===== config.mk =====
export PLATFORM = sky130hd
export DESIGN_NAME = fifo_page_frame_allocator
export DESIGN_NICKNAME = d
export VERILOG_FILES = /design/src/rtl/fpfa_pkg.sv /design/src/rtl/fifo_page_frame_allocator.sv
export SDC_FILE = /design/constraint.sdc
export NUM_CORES = 1
export LEC_CHECK = 0
export BUFFER_PORTS_ARGS = -buffer_cell sky130_fd_sc_hd__buf_2
export CAP_MARGIN = 20
export CORE_ASPECT_RATIO = 1.2
export CORE_MARGIN = 2
export CORE_UTILIZATION = 50
export DETAILED_ROUTE_END_ITERATION = 7
export PLACE_DENSITY = 0.76
export SLEW_MARGIN = 15
export SYNTH_ARGS = -nofsm -noshare
export SYNTH_HDL_FRONTEND = slang
export SYNTH_SLANG_ARGS = --single-unit

===== constraint.sdc =====
create_clock -name clk -period 6.6 [get_ports clk]
set_clock_uncertainty 0.1 [all_clocks]
set_input_delay 0 -clock clk [delete_from_list [all_inputs] [get_ports clk]]
set_output_delay 0 -clock clk [all_outputs]
set_load 0.005 [all_outputs]

===== src/rtl/fpfa_pkg.sv =====
// Shared types and constants for the FIFO page frame allocator.
`timescale 1ns / 1ps
`default_nettype none
package fpfa_pkg;

	localparam int PROC_W  = 8;
	localparam int PAGE_W  = 16;
	localparam int FRAME_W = 4;
	localparam int CFG_W   = 5;

	localparam logic [CFG_W-1:0] CFG_RESET = 5'd16;

	typedef struct packed {
		logic [PROC_W-1:0] process_number;
		logic [PAGE_W-1:0] page_number;
	} req_t;

	typedef struct packed {
		logic [FRAME_W-1:0] frame_number;
		logic               replaced;
		logic [PROC_W-1:0]  evicted_process;
		logic [PAGE_W-1:0]  evicted_page;
	} rsp_t;

	typedef enum logic [1:0] {
		ST_IDLE,
		ST_RING,
		ST_FRAME
	} state_t;

endpackage
`default_nettype wire


===== src/rtl/fifo_page_frame_allocator.sv =====
// FIFO page frame allocator: free-frame search, FIFO eviction ring, frame table.
//
//   channel   signals                    transfer when
//   -------   ------------------------   ------------------------------
//   request   start, busy, request       start && !busy at clk rise
//   result    done, result               done high (one cycle, no stall)
//   config    cfg_we, cfg_wdata          cfg_we at clk rise
//
// A request that finds a free frame among the frames in use is written at
// acceptance and its result shows on the next cycle, so such requests can
// follow back to back. A request that must evict passes through ST_RING and
// ST_FRAME: the accept cycle reads the head of the order ring, ST_RING reads
// the victim's owner and page from the frame table, and ST_FRAME writes back.
// Both memory reads are registered and lie in series on this path; busy is
// high in ST_RING and ST_FRAME, and the result shows in the cycle after write
// back. Reset empties all frames (valid flops) and the ring pointers at once;
// there is no clearing pass. A config write also empties every frame. The
// receiver cannot stall, so each result is shown exactly once.
`timescale 1ns / 1ps
`default_nettype none
module fifo_page_frame_allocator #(
	parameter int MAX_FRAMES = 16
) (
	input  wire                          clk,
	input  wire                          arst_n,
	input  wire                          start,
	output logic                         busy,
	input  wire fpfa_pkg::req_t          request,
	output logic                         done,
	output fpfa_pkg::rsp_t               result,
	input  wire                          cfg_we,
	input  wire  [fpfa_pkg::CFG_W-1:0]   cfg_wdata
);
	import fpfa_pkg::*;

	localparam int IW = $clog2(MAX_FRAMES);

	// frame table: {owner, page}, and order ring of frame indices
	logic [PROC_W+PAGE_W-1:0] frame_mem [MAX_FRAMES];
	logic [IW-1:0]            ring_mem  [MAX_FRAMES];

	state_t                   state_q, state_d;
	logic [CFG_W-1:0]         cfg_q;
	logic [MAX_FRAMES-1:0]    valid_q;
	logic [IW-1:0]            head_q, tail_q;
	logic [IW-1:0]            victim_q;
	logic [IW-1:0]            ring_rd_q;
	logic [PROC_W+PAGE_W-1:0] frame_rd_q;
	req_t                     req_q;
	logic                     done_q;
	rsp_t                     result_q;

	logic [IW-1:0]            last_idx;
	logic [IW-1:0]            free_idx;
	logic                     free_found;
	logic                     accept;

	// control decoded by the FSM
	logic                     fill_go;    // write a free frame now
	logic                     evict_go;   // write back the victim now
	logic                     grab_victim;
	logic                     wr_en;
	logic [IW-1:0]            wr_addr;
	logic [PROC_W+PAGE_W-1:0] wr_data;

	// highest frame index in use: 0 acts as 1, above MAX_FRAMES clamps
	always_comb begin
		if (cfg_q == '0) begin
			last_idx = '0;
		end else if (32'(cfg_q) > MAX_FRAMES) begin
			last_idx = IW'(MAX_FRAMES - 1);
		end else begin
			last_idx = IW'(cfg_q - 5'd1);
		end
	end

	// priority encoder, lowest invalid frame in use wins
	always_comb begin
		free_idx   = '0;
		free_found = 1'b0;
		for (int i = MAX_FRAMES - 1; i >= 0; i--) begin
			if (IW'(i) <= last_idx && !valid_q[i]) begin
				free_idx   = IW'(i);
				free_found = 1'b1;
			end
		end
	end

	assign accept = start && !busy;

	always_ff @(posedge clk or negedge arst_n) begin
		if (!arst_n) begin
			state_q <= ST_IDLE;
		end else begin
			state_q <= state_d;
		end
	end

	always_comb begin
		state_d     = state_q;
		busy        = 1'b1;
		fill_go     = 1'b0;
		evict_go    = 1'b0;
		grab_victim = 1'b0;
		unique case (state_q)
			ST_IDLE: begin
				busy = 1'b0;
				if (accept) begin
					if (free_found) begin
						fill_go = 1'b1;
					end else begin
						state_d = ST_RING;
					end
				end
			end
			ST_RING: begin
				grab_victim = 1'b1;
				state_d     = ST_FRAME;
			end
			ST_FRAME: begin
				evict_go = 1'b1;
				state_d  = ST_IDLE;
			end
			default: begin
				state_d = ST_IDLE;
			end
		endcase
	end

	assign wr_en   = fill_go || evict_go;
	assign wr_addr = fill_go ? free_idx : victim_q;
	assign wr_data = fill_go ? {request.process_number, request.page_number}
	                         : {req_q.process_number, req_q.page_number};

	// memories: one write port each, reads registered
	always_ff @(posedge clk) begin
		if (wr_en) begin
			frame_mem[wr_addr] <= wr_data;
			ring_mem[tail_q]   <= wr_addr;
		end
		ring_rd_q  <= ring_mem[head_q];
		// ring_rd_q holds the victim while in ST_RING
		frame_rd_q <= frame_mem[ring_rd_q];
	end

	// pointers, valid bits, config
	always_ff @(posedge clk or negedge arst_n) begin
		if (!arst_n) begin
			cfg_q   <= CFG_RESET;
			valid_q <= '0;
			head_q  <= '0;
			tail_q  <= '0;
			done_q  <= 1'b0;
		end else begin
			done_q <= wr_en;
			if (cfg_we) begin
				// new ring geometry: empty everything
				cfg_q   <= cfg_wdata;
				valid_q <= '0;
				head_q  <= '0;
				tail_q  <= '0;
			end else begin
				if (fill_go) begin
					valid_q[free_idx] <= 1'b1;
				end
				if (wr_en) begin
					tail_q <= (tail_q == last_idx) ? '0 : tail_q + 1'b1;
				end
				if (evict_go) begin
					head_q <= (head_q == last_idx) ? '0 : head_q + 1'b1;
				end
			end
		end
	end

	// payload registers
	always_ff @(posedge clk) begin
		if (accept) begin
			req_q <= request;
		end
		if (grab_victim) begin
			victim_q <= ring_rd_q;
		end
		if (fill_go) begin
			result_q.frame_number    <= FRAME_W'(free_idx);
			result_q.replaced        <= 1'b0;
			result_q.evicted_process <= '0;
			result_q.evicted_page    <= '0;
		end else if (evict_go) begin
			result_q.frame_number    <= FRAME_W'(victim_q);
			result_q.replaced        <= 1'b1;
			result_q.evicted_process <= frame_rd_q[PROC_W+PAGE_W-1:PAGE_W];
			result_q.evicted_page    <= frame_rd_q[PAGE_W-1:0];
		end
	end

	assign done   = done_q;
	assign result = result_q;

endmodule
`default_nettype wire


[Word-level counts from Yosys, hierarchy flattened]
Memory sizes are Yosys's and may differ from the RTL's. A register that Yosys moved wholly into a read port is not among the register bits.
Index checks and enable logic that the tools add are counted.
Cells by class
  add/subtract/negate cells: 3
  $lt $le $gt $ge: 19
  eq/ne operators: 6
  mux-type cells: 59
  bitwise logic cells: 1
  reductions and logical operators: 42
Operators with widths (count)
  $mux W4: 25
  $mux W29: 2
  $le A4 B4 Y1 const A: 8
  $mux W16: 2
  $mux W1: 25
  $mux W24: 1
  $logic_and A1 B1 Y1: 18
  $le A3 B4 Y1 const A: 4
  $logic_not A1 Y1: 16
  $or A16 B16 Y16: 1
  $add A4 B1 Y4 const B: 2
  $eq A4 B4 Y1: 2
  $le A1 B4 Y1 const A: 2
  $le A2 B4 Y1 const A: 2
  $reduce_bool A2 Y1: 4
  $gt A5 B5 Y1 const B: 1
  $logic_not A5 Y1: 1
  $lt A4 B5 Y1 const B: 1
  $demux W1 S4: 1
  $ge A4 B1 Y1 const B: 1
  $mux W2: 2
  $ne A2 B2 Y1 const B: 2
  $pmux W2 S2: 1
  $sub A4 B1 Y4 const B: 1
  other kinds (5): 5
Storage, ports and cells
  register bits: 89
  bits in writable memories: 448
  input port bits: 33
  output and inout bits: 31
  word-level logic and storage cells: 145
  memories: 2
Memory list
  frame_mem: depth 16, bits a word 24, rd ports 1, clocked after Yosys merged registers in 1, wr ports 1, line fifo_page_frame_allocator.sv:39  | logic [PROC_W+PAGE_W-1:0] frame_mem [MAX_FRAMES];
  ring_mem: depth 16, bits a word 4, rd ports 1, clocked after Yosys merged registers in 1, wr ports 1, line fifo_page_frame_allocator.sv:40  | logic [IW-1:0] ring_mem [MAX_FRAMES];

[Depth between registers and ports, before layout]
Gate-level depths: netlist of run 1.
  word-level depth: 28
  gate-level depth with buffers: 15
  gate-level depth less buffers: 10

[Worst setup path before layout of run 1]
No wires, ideal clock.
  kind: reg-to-reg
  start point: register cfg_q[0]
  end point: memory frame_mem[0][0] (netlist name), enable pin
  setup time: 0.442 ns
  arrival time: 4.507 ns
  data required time: 6.058 ns
  slack: 1.551 ns
  cell stages (with the launch flop): 14
  path buffers: 3
  period minus slack after synthesis: 5.049 ns
  cells stage by stage: dfrtp_1 buf_2 inv_1 ha_1 or3b_1 buf_6 o21ai_4 a21oi_2 or4_4 nand3_4 o31a_2 buf_6 nor2_2 a211oi_1
On the way
  word-level cells in the longest chain between the ends: 27
  elaborated cells on any way between the ends: 76
  classes of those cells: 1 x add/sub; 17 x order compare; 40 x mux; 18 x reduce/logical
Ends and longest elaborated chain
  start, declared: line fifo_page_frame_allocator.sv:43  | logic [CFG_W-1:0] cfg_q;
  start signal, assigned: line fifo_page_frame_allocator.sv:158  | cfg_q <= cfg_wdata;
  $sub A4 B1 Y4 / $gt A5 B5 Y1 (equally long branches): line fifo_page_frame_allocator.sv:73, fifo_page_frame_allocator.sv:70
  $mux W4: line fifo_page_frame_allocator.sv:70  | end else if (32'(cfg_q) > MAX_FRAMES) begin
  $mux W4 (*): line fifo_page_frame_allocator.sv:68  | if (cfg_q == '0) begin
  $le A4 B4 Y1: line fifo_page_frame_allocator.sv:82  | if (IW'(i) <= last_idx && !valid_q[i]) begin
  $logic_and A1 B1 Y1: line fifo_page_frame_allocator.sv:82
  $mux W1 (16 in series): line fifo_page_frame_allocator.sv:82
  $mux W1: line fifo_page_frame_allocator.sv:109  | if (free_found) begin
  $mux W1: line fifo_page_frame_allocator.sv:108  | if (accept) begin
  $mux W1: line fifo_page_frame_allocator.sv:105  | unique case (state_q)
  $logic_or A1 B1 Y1: line fifo_page_frame_allocator.sv:130  | assign wr_en = fill_go || evict_go;
  $mux W1: line fifo_page_frame_allocator.sv:137  | if (wr_en) begin
  $mux W1 (not written as such): line fifo_page_frame_allocator.sv:138  | frame_mem[wr_addr] <= wr_data;
  end, declared: line fifo_page_frame_allocator.sv:39
Every way passes the cells marked *; elsewhere a longest branch is shown, timed or not.

[Worst setup path in the final report of run 1]
  start point: register cfg_q[0]
  end point: memory frame_mem[12][9] (netlist name), enable pin
Same word-level chain as after synthesis.

==> results of run 1 <==
[routing by layer]
layer / share of wire [%] / GRT usage [%]
met3: 7.8 / 5.20
met5: 0.049 / 0
met2: 51 / 39.0
met1: 39 / 30.6
met4: 2.9 / 7.18
[worst paths after layout]
kind / cells after the start / slack [ns] / to / startpoint
setup / recovery: 12 / 1.13 / frame_mem[12][9] / cfg_q[0]
min in group asynchronous: 3 / 0.39 / cfg_q[4] / arst_n
setup reg to reg: 12 / 1.13 / frame_mem[12][9] / cfg_q[0]
hold / removal: 2 / 0.03 / req_q[13] / request[13]
hold reg to reg: 2 / 0.34 / result[12] / frame_rd_q[12]
max in group asynchronous: 4 / 5.80 / valid_q[7] / arst_n
[cell type report]
| class | instances | area share, % |
|---|---|---|
| inverter | 26 | 0.381 |
| sequential | 565 | 63.6 |
| timing repair buffer | 125 | 3.59 |
| tap | 559 | 2.73 |
| clock inverter | 30 | 0.909 |
| clock buffer | 72 | 5.91 |
| multi-input combinational | 608 | 22.9 |
[sequential cells by signal (all words and copies together) (netlist names)]
register	flops
frame_mem	384
ring_mem	64
result	29
frame_rd_q	24
req_q	24
valid_q	16
cfg_q	5
head_q	4
ring_rd_q	4
tail_q	4
victim_q	4
state_q	2
done	1
[cells by family after synthesis]
kind of cell,count (synthesis)
flops,565
simple gates,273
compound gates,168
mux,148
buf+inv,89
fa+ha+maj,10
xor+xnor,9
[power by group through the flow]
stage | logic [W] | clock network (W) | registers (W)
detailed placement | 0.000634 | 0 | 0.00414
global placement | 0.000623 | 0 | 0.00414
finish | 0.000679 | 0.00302 | 0.00406
floorplan | 0.000463 | 0 | 0.00409
CTS | 0.000667 | 0.00307 | 0.00407
global route | 0.000727 | 0.00320 | 0.00407
[worst max-delay path, cell delays in order (launching register included)]
cell,delay [ns]
dfrtp_1,0.52
inv_1,0.18
ha_1,0.30
or3b_1,0.43
nor2_4,0.07
nor2_1,0.76
nor3_2,0.19
o21ai_4,0.39
o31a_2,0.21
buf_4,0.63
nor2_2,0.25
a211oi_4,0.76
buf_4,0.35
[Yosys cell counts, drive strengths merged (3+ instances only)]
cell / n / share of area (%)
nor3: 8 / 0.22
or2: 6 / 0.17
edfxtp: 480 / 65
dfxtp: 53 / 4.8
nor3b: 3 / 0.12
mux2: 3 / 0.15
o21ai: 30 / 0.79
a221oi: 4 / 0.16
mux4: 128 / 13
a211oi: 5 / 0.19
inv: 26 / 0.44
maj3: 3 / 0.14
o21a: 4 / 0.13
xnor2: 9 / 0.35
o22ai: 21 / 0.62
clkbuf: 36 / 0.61
mux2i: 17 / 0.76
a31oi: 5 / 0.14
nand3: 12 / 0.33
nand2: 169 / 2.9
nor2: 37 / 0.67
dfrtp: 31 / 3.5
or3: 5 / 0.18
a22oi: 4 / 0.13
buf: 27 / 0.62
o31ai: 7 / 0.42
and2: 3 / 0.084
nor2b: 7 / 0.20
nand2b: 6 / 0.17
a21oi: 60 / 1.4
ha: 7 / 0.39
nand3b: 4 / 0.13
o211ai: 5 / 0.17
[timing repair]
| item | 4_1_cts | 5_1_grt |
|---|---|---|
| hold buffers | 46 | 0 |
| endpoints found under the hold margin | 79 | 0 |
| endpoints found under the setup margin | 0 | 0 |
[per-stage QoR]
stage | power [W] | area (um2) | instances | hold slack (ns) | util, %
after floorplan | 0.00455 | 22300 | 1262 | -0.396 | -
after global placement | 0.00476 | 23400 | 1835 | 0.0133 | 53.2
after detailed placement | 0.00477 | 23400 | 1835 | 0.0259 | 53.2
after CTS | 0.00780 | 25600 | 1983 | 0.000958 | 58.2
after global routing | 0.00800 | 25600 | 1985 | 0.00978 | 58.3
final | 0.00776 | 25600 | 1985 | 0.0295 | 58.3
[placed cells by master (no fill, tap or decap), types with 5 or more instances in the layout]
cell type	synthesis	layout
dfrtp_1	31	31
nand2_1	168	168
mux4_2	128	128
dfxtp_1	53	50
mux2i_1	17	17
dlygate4sd3_1	0	45
ha_1	7	7
buf_4	2	15
or2_2	5	5
a21oi_4	0	12
a31oi_1	5	5
nand2b_1	6	5
a21oi_1	58	46
clkinv_1	0	5
clkinv_2	0	10
nor2b_1	7	6
nor3_1	6	6
nor2_1	35	34
nand3_1	11	11
inv_1	25	25
edfxtp_1	480	480
xnor2_1	9	9
o211ai_1	5	5
o21ai_0	24	24
o22ai_1	20	20
clkbuf_1	36	13
clkbuf_16	0	58
buf_2	12	63
==> reports/metrics.cfg, run 1 <==
[outcome]
outcome=completed

[synthesis]
async_flop_share_pct=5.66
synthAdderAreaFrac_pct=0.532
syn-cell-area_um2=22300
avgSynthCellArea_um2=17.7
seq_area_frac_synth_pct=72.9
synth_top_family_by_area=multiplexers
synth-xor-area-share_pct=0.353
synth_edf_count=480
synth_simple_gate_area_share_pct=5.62
synth_fp_nets=1302
muxShareOfSynthArea_pct=13.8
ys_ff_latch=565
synth-compound-area-share_pct=5.09
synth_cell_types=82
synth_warnings=0
postSynthCellCount=1262
synth_flop_cell=edfxtp_1

[clock_network]
cts_buffer_depth=3
clk_pin_slew_worst_paths_ns=0.06
clkSinkCount=565
clk_latency_ns=0.60
cts_tree=yes
clock-root-buffer=clkbuf_16
cts-buffers-inserted=54
htree_levels=2
cts_resized=0
postCtsSetupRepairBufs=0

[power]
clockPowerShare_pct=39.0
internal_power_w=0.00598
sequentialPowerShare_pct=52.3
vdd_drop_max_v=0.000229
power_per_cell_area_nw_per_um2=303
netSwitchingFraction_pct=22.9
p_switching_w=0.00178
power_frac_comb_pct=8.8
p_leak_nw=8.44

[floorplanning]
coreArea_um2=43900
pin_count=64
core.rowCount=84
die_w_um=197
initial_core_util_pct=50.8
die_y_um=235
die-area_um2=46400

[setup_path]
path_max_fanout=56
crit_required_ns=6.79
worstPathArrival_ns=5.66
worstSetupPathType=reg2reg
endpoint_kind=flip-flop
startpoint_type=flip-flop

[timing]
slew_viol_final=0
setup_ws_ns=1.13
finalCritPeriodShare_pct=82.9
worstMarginPinSlew_ns=1.08
finalSetupViolations=0
min_period_ns=5.47
hold_viol=0
max-slew-margin-rel_pct=28.0
rsz0062_at_grt=no
tns_ns=0
max_freq_ghz=0.183

[global_routing]
grt_max_degree=71
first_global_vias=12300
grt_use_total_pct=23.3
grt_pass1_wl_mm=78.8
antenna_found_initial=2
overflow=0

[final_layout]
antenna-diode-count=0
n_fill_cell=3157
drive_above_1_share_pct=24.5
multi_input_comb_area_um2=5870
syn2layout_area_growth_pct=14.7
register_area_um2=16300
nNetsFinal=1420

[drt]
ant_nets=0
drt_iter0_drc=1182
num_vias=12000
routed_wl_mm=52.7
first_pass_iters=7
drc=0
via_per_inst=6.04
wl_per_cell_um=26.6

[placed_design]
place.gp.congestion=0.873
dp_slack_ns=1.19
post-dp-hpwl_mm=32.2
place.port_buffers=63

[min_path]
hp-class=in2reg

[job]
cap_violations=0

Note: power is estimated with default switching activity, not from simulation.
==> run 2, diff against run 1 <==
clock period = 5.3 ns   (was 6.6 ns; I/O delays follow)
==> run 2 against run 1 <==
  * Routed wire length is 5.2% lower
  * Critical path depth down 1
  * Maximum frequency rose by 11%
  * Via count up 1.4%
  * Register-to-register slack worse by 0.77 ns
  * Worst hold slack hardly changed
  * Die area unchanged
  * Sequential share of layout area shrank 0.73 points
  * Sequential power grew 25%
  * Non-clock buffer count increased by 29
  * Largest power group unchanged
==> reports/metrics.cfg, run 2 (synthesis results as in run 1) <==
[placed_design]
place.gp.congestion=0.910  ; +4.2%
place.port_buffers=63  ; unchanged
post-dp-hpwl_mm=29.2  ; -9.2%
dp_slack_ns=0.502  ; -0.692 ns

[power]
power_per_cell_area_nw_per_um2=375  ; +24%
clockPowerShare_pct=39.9  ; +0.9 points
sequentialPowerShare_pct=52.0  ; -0.3 points
p_leak_nw=8.61  ; +2.0%
netSwitchingFraction_pct=21.8  ; -1.1 points
power_frac_comb_pct=8.1  ; -0.7 points
internal_power_w=0.00761  ; +27%
p_switching_w=0.00212  ; +19%
vdd_drop_max_v=0.000387  ; +69%

[floorplanning]
initial_core_util_pct=50.8  ; unchanged
die_w_um=197  ; unchanged
die-area_um2=46400  ; unchanged
coreArea_um2=43900  ; unchanged
pin_count=64  ; unchanged
die_y_um=235  ; unchanged
core.rowCount=84  ; unchanged

[final_layout]
syn2layout_area_growth_pct=16.1
regMostFlops=frame_mem
multi_input_comb_area_um2=5870  ; about the same
largest_reg_flops=384  ; unchanged
register_area_um2=16300  ; unchanged
nNetsFinal=1447  ; +1.9%
n_fill_cell=3158  ; +0.032%
layout_common_cells=edfxtp_1, nand2_1, mux4_2
mostFrequentLayoutCell=edfxtp_1
drive_above_1_share_pct=25.2  ; +0.73 points
antenna-diode-count=0  ; unchanged
fin_util_pct=59.0  ; +0.68 points

[min_path]
hp-class=in2reg

[clock_network]
clk_latency_ns=0.61  ; about the same
holdBufCountCts=50  ; +8.7%
clock-root-buffer=clkbuf_16
postCtsSetupRepairBufs=0  ; unchanged
cts_tree=yes
cts-buffers-inserted=52  ; -3.7%
cts_resized=0  ; unchanged
clkSinkCount=565  ; unchanged
clk_pin_slew_worst_paths_ns=0.06  ; about the same
htree_levels=2  ; unchanged
cts_buffer_depth=3  ; unchanged

[timing]
tns_ns=0  ; unchanged
max-slew-margin-rel_pct=33.7  ; +5.7 points
min_period_ns=4.94  ; -0.527 ns
hold_viol=0  ; unchanged
max_freq_ghz=0.202  ; +11%
finalSetupViolations=0  ; unchanged
setup_ws_ns=0.359  ; -0.773 ns
worstMarginPinSlew_ns=0.994  ; -0.0814 ns
rsz0062_at_grt=no
finalCritPeriodShare_pct=93.2  ; +10 points
slew_viol_final=0  ; unchanged

[drt]
first_pass_iters=7  ; unchanged
num_vias=12100  ; +1.4%
drc=0  ; unchanged
ant_nets=0  ; unchanged
drt_iter0_drc=1101  ; -6.9%
routed_wl_mm=50.0  ; -5.2%
wl_per_cell_um=24.9  ; -6.2%
via_per_inst=6.05  ; +0.27%

[setup_path]
worstSetupPathType=reg2reg
path_max_fanout=12  ; -79%
worst_r2r_path_depth=11  ; -1
worstReg2RegEnd=frame_mem[7][16]
worstReg2RegStart=cfg_q[0]
rrSetupSlack_ns=0.36  ; -0.77 ns
critPathCapture=frame_mem[7][16]
crit_start=cfg_q[0]
worstPathArrival_ns=5.14  ; -0.52 ns
crit_required_ns=5.50  ; -1.29 ns
endpoint_kind=flip-flop
startpoint_type=flip-flop

[job]
cap_violations=0  ; unchanged

[global_routing]
first_global_vias=12400  ; +0.64%
antenna_found_initial=1  ; -1
grt_max_degree=64  ; -9.9%
grt_use_total_pct=22.0  ; -1.3 points
grt_pass1_wl_mm=75.8  ; -3.8%
overflow=0  ; unchanged

[outcome]
outcome=completed

==> run 2: changes by cell type in the layout (fill, tap and decap cells not counted), sizes merged <==
cell / previous run / this run
clkinv: 18 / 13
clkinvlp: 2 / 0
buf: 80 / 105
dlygate4sd3: 45 / 49
inv: 34 / 29
bufinv: 2 / 7
==> run 2: worst min path at each step <==
stage	from	end	slack, ns	cells past startpoint
final	request[1]	req_q[1]	0.03	2
after global routing	request[10]	req_q[10]	0.01	2
after detailed placement	arst_n	head_q[0]	0.007	1
after CTS	request[1]	req_q[1]	0.0001	2
after floorplan	arst_n	cfg_q[0]	-0.40	0
after global placement	arst_n	head_q[0]	-0.01	1
==> run 2: critical path, stage by stage (launching register included) <==
cell	delay (ns)
dfrtp_1	0.50
inv_1	0.18
ha_1	0.32
or3b_1	0.41
nor2_4	0.07
nor2_1	0.72
o21ai_0	0.21
a221o_1	0.40
a31oi_1	0.42
nand3_1	0.46
a21oi_4	0.54
buf_4	0.29
==> run 2: power by group through the flow <==
stage	combinational, W	sequential (W)	clock, W
floorplan	0.000577	0.00509	0
detailed placement	0.000747	0.00515	0
global placement	0.000736	0.00515	0
global route	0.000846	0.00507	0.00410
CTS	0.000788	0.00506	0.00394
finish	0.000789	0.00506	0.00388
==> run 2: per-layer routing <==
layer | part of all wire [%] | global-route usage, %
met1 | 40 | 29.7
met2 | 50 | 36.0
met3 | 6.6 | 4.20
met4 | 3.3 | 8.20
met5 | 0.026 | 0
==> run 2: final cells by class <==
type	count	share of cell area, %
flip-flops and latches	565	62.8
multi-input cells	608	22.6
clock buffers	72	5.66
repair buffers	154	4.57
well taps	559	2.70
clock inverters	23	1.22
inverters	26	0.377
==> run 2: stage by stage <==
stage | power (W) | hold slack, ns | cells | instance area (um2)
finish | 0.00973 | 0.0294 | 2007 | 25900
global route | 0.0100 | 0.0131 | 2007 | 25900
CTS | 0.00979 | 0.000146 | 2007 | 25900
detailed placement | 0.00590 | 0.00678 | 1862 | 23600
global placement | 0.00589 | -0.0111 | 1862 | 23600
floorplan | 0.00567 | -0.396 | 1262 | 22300
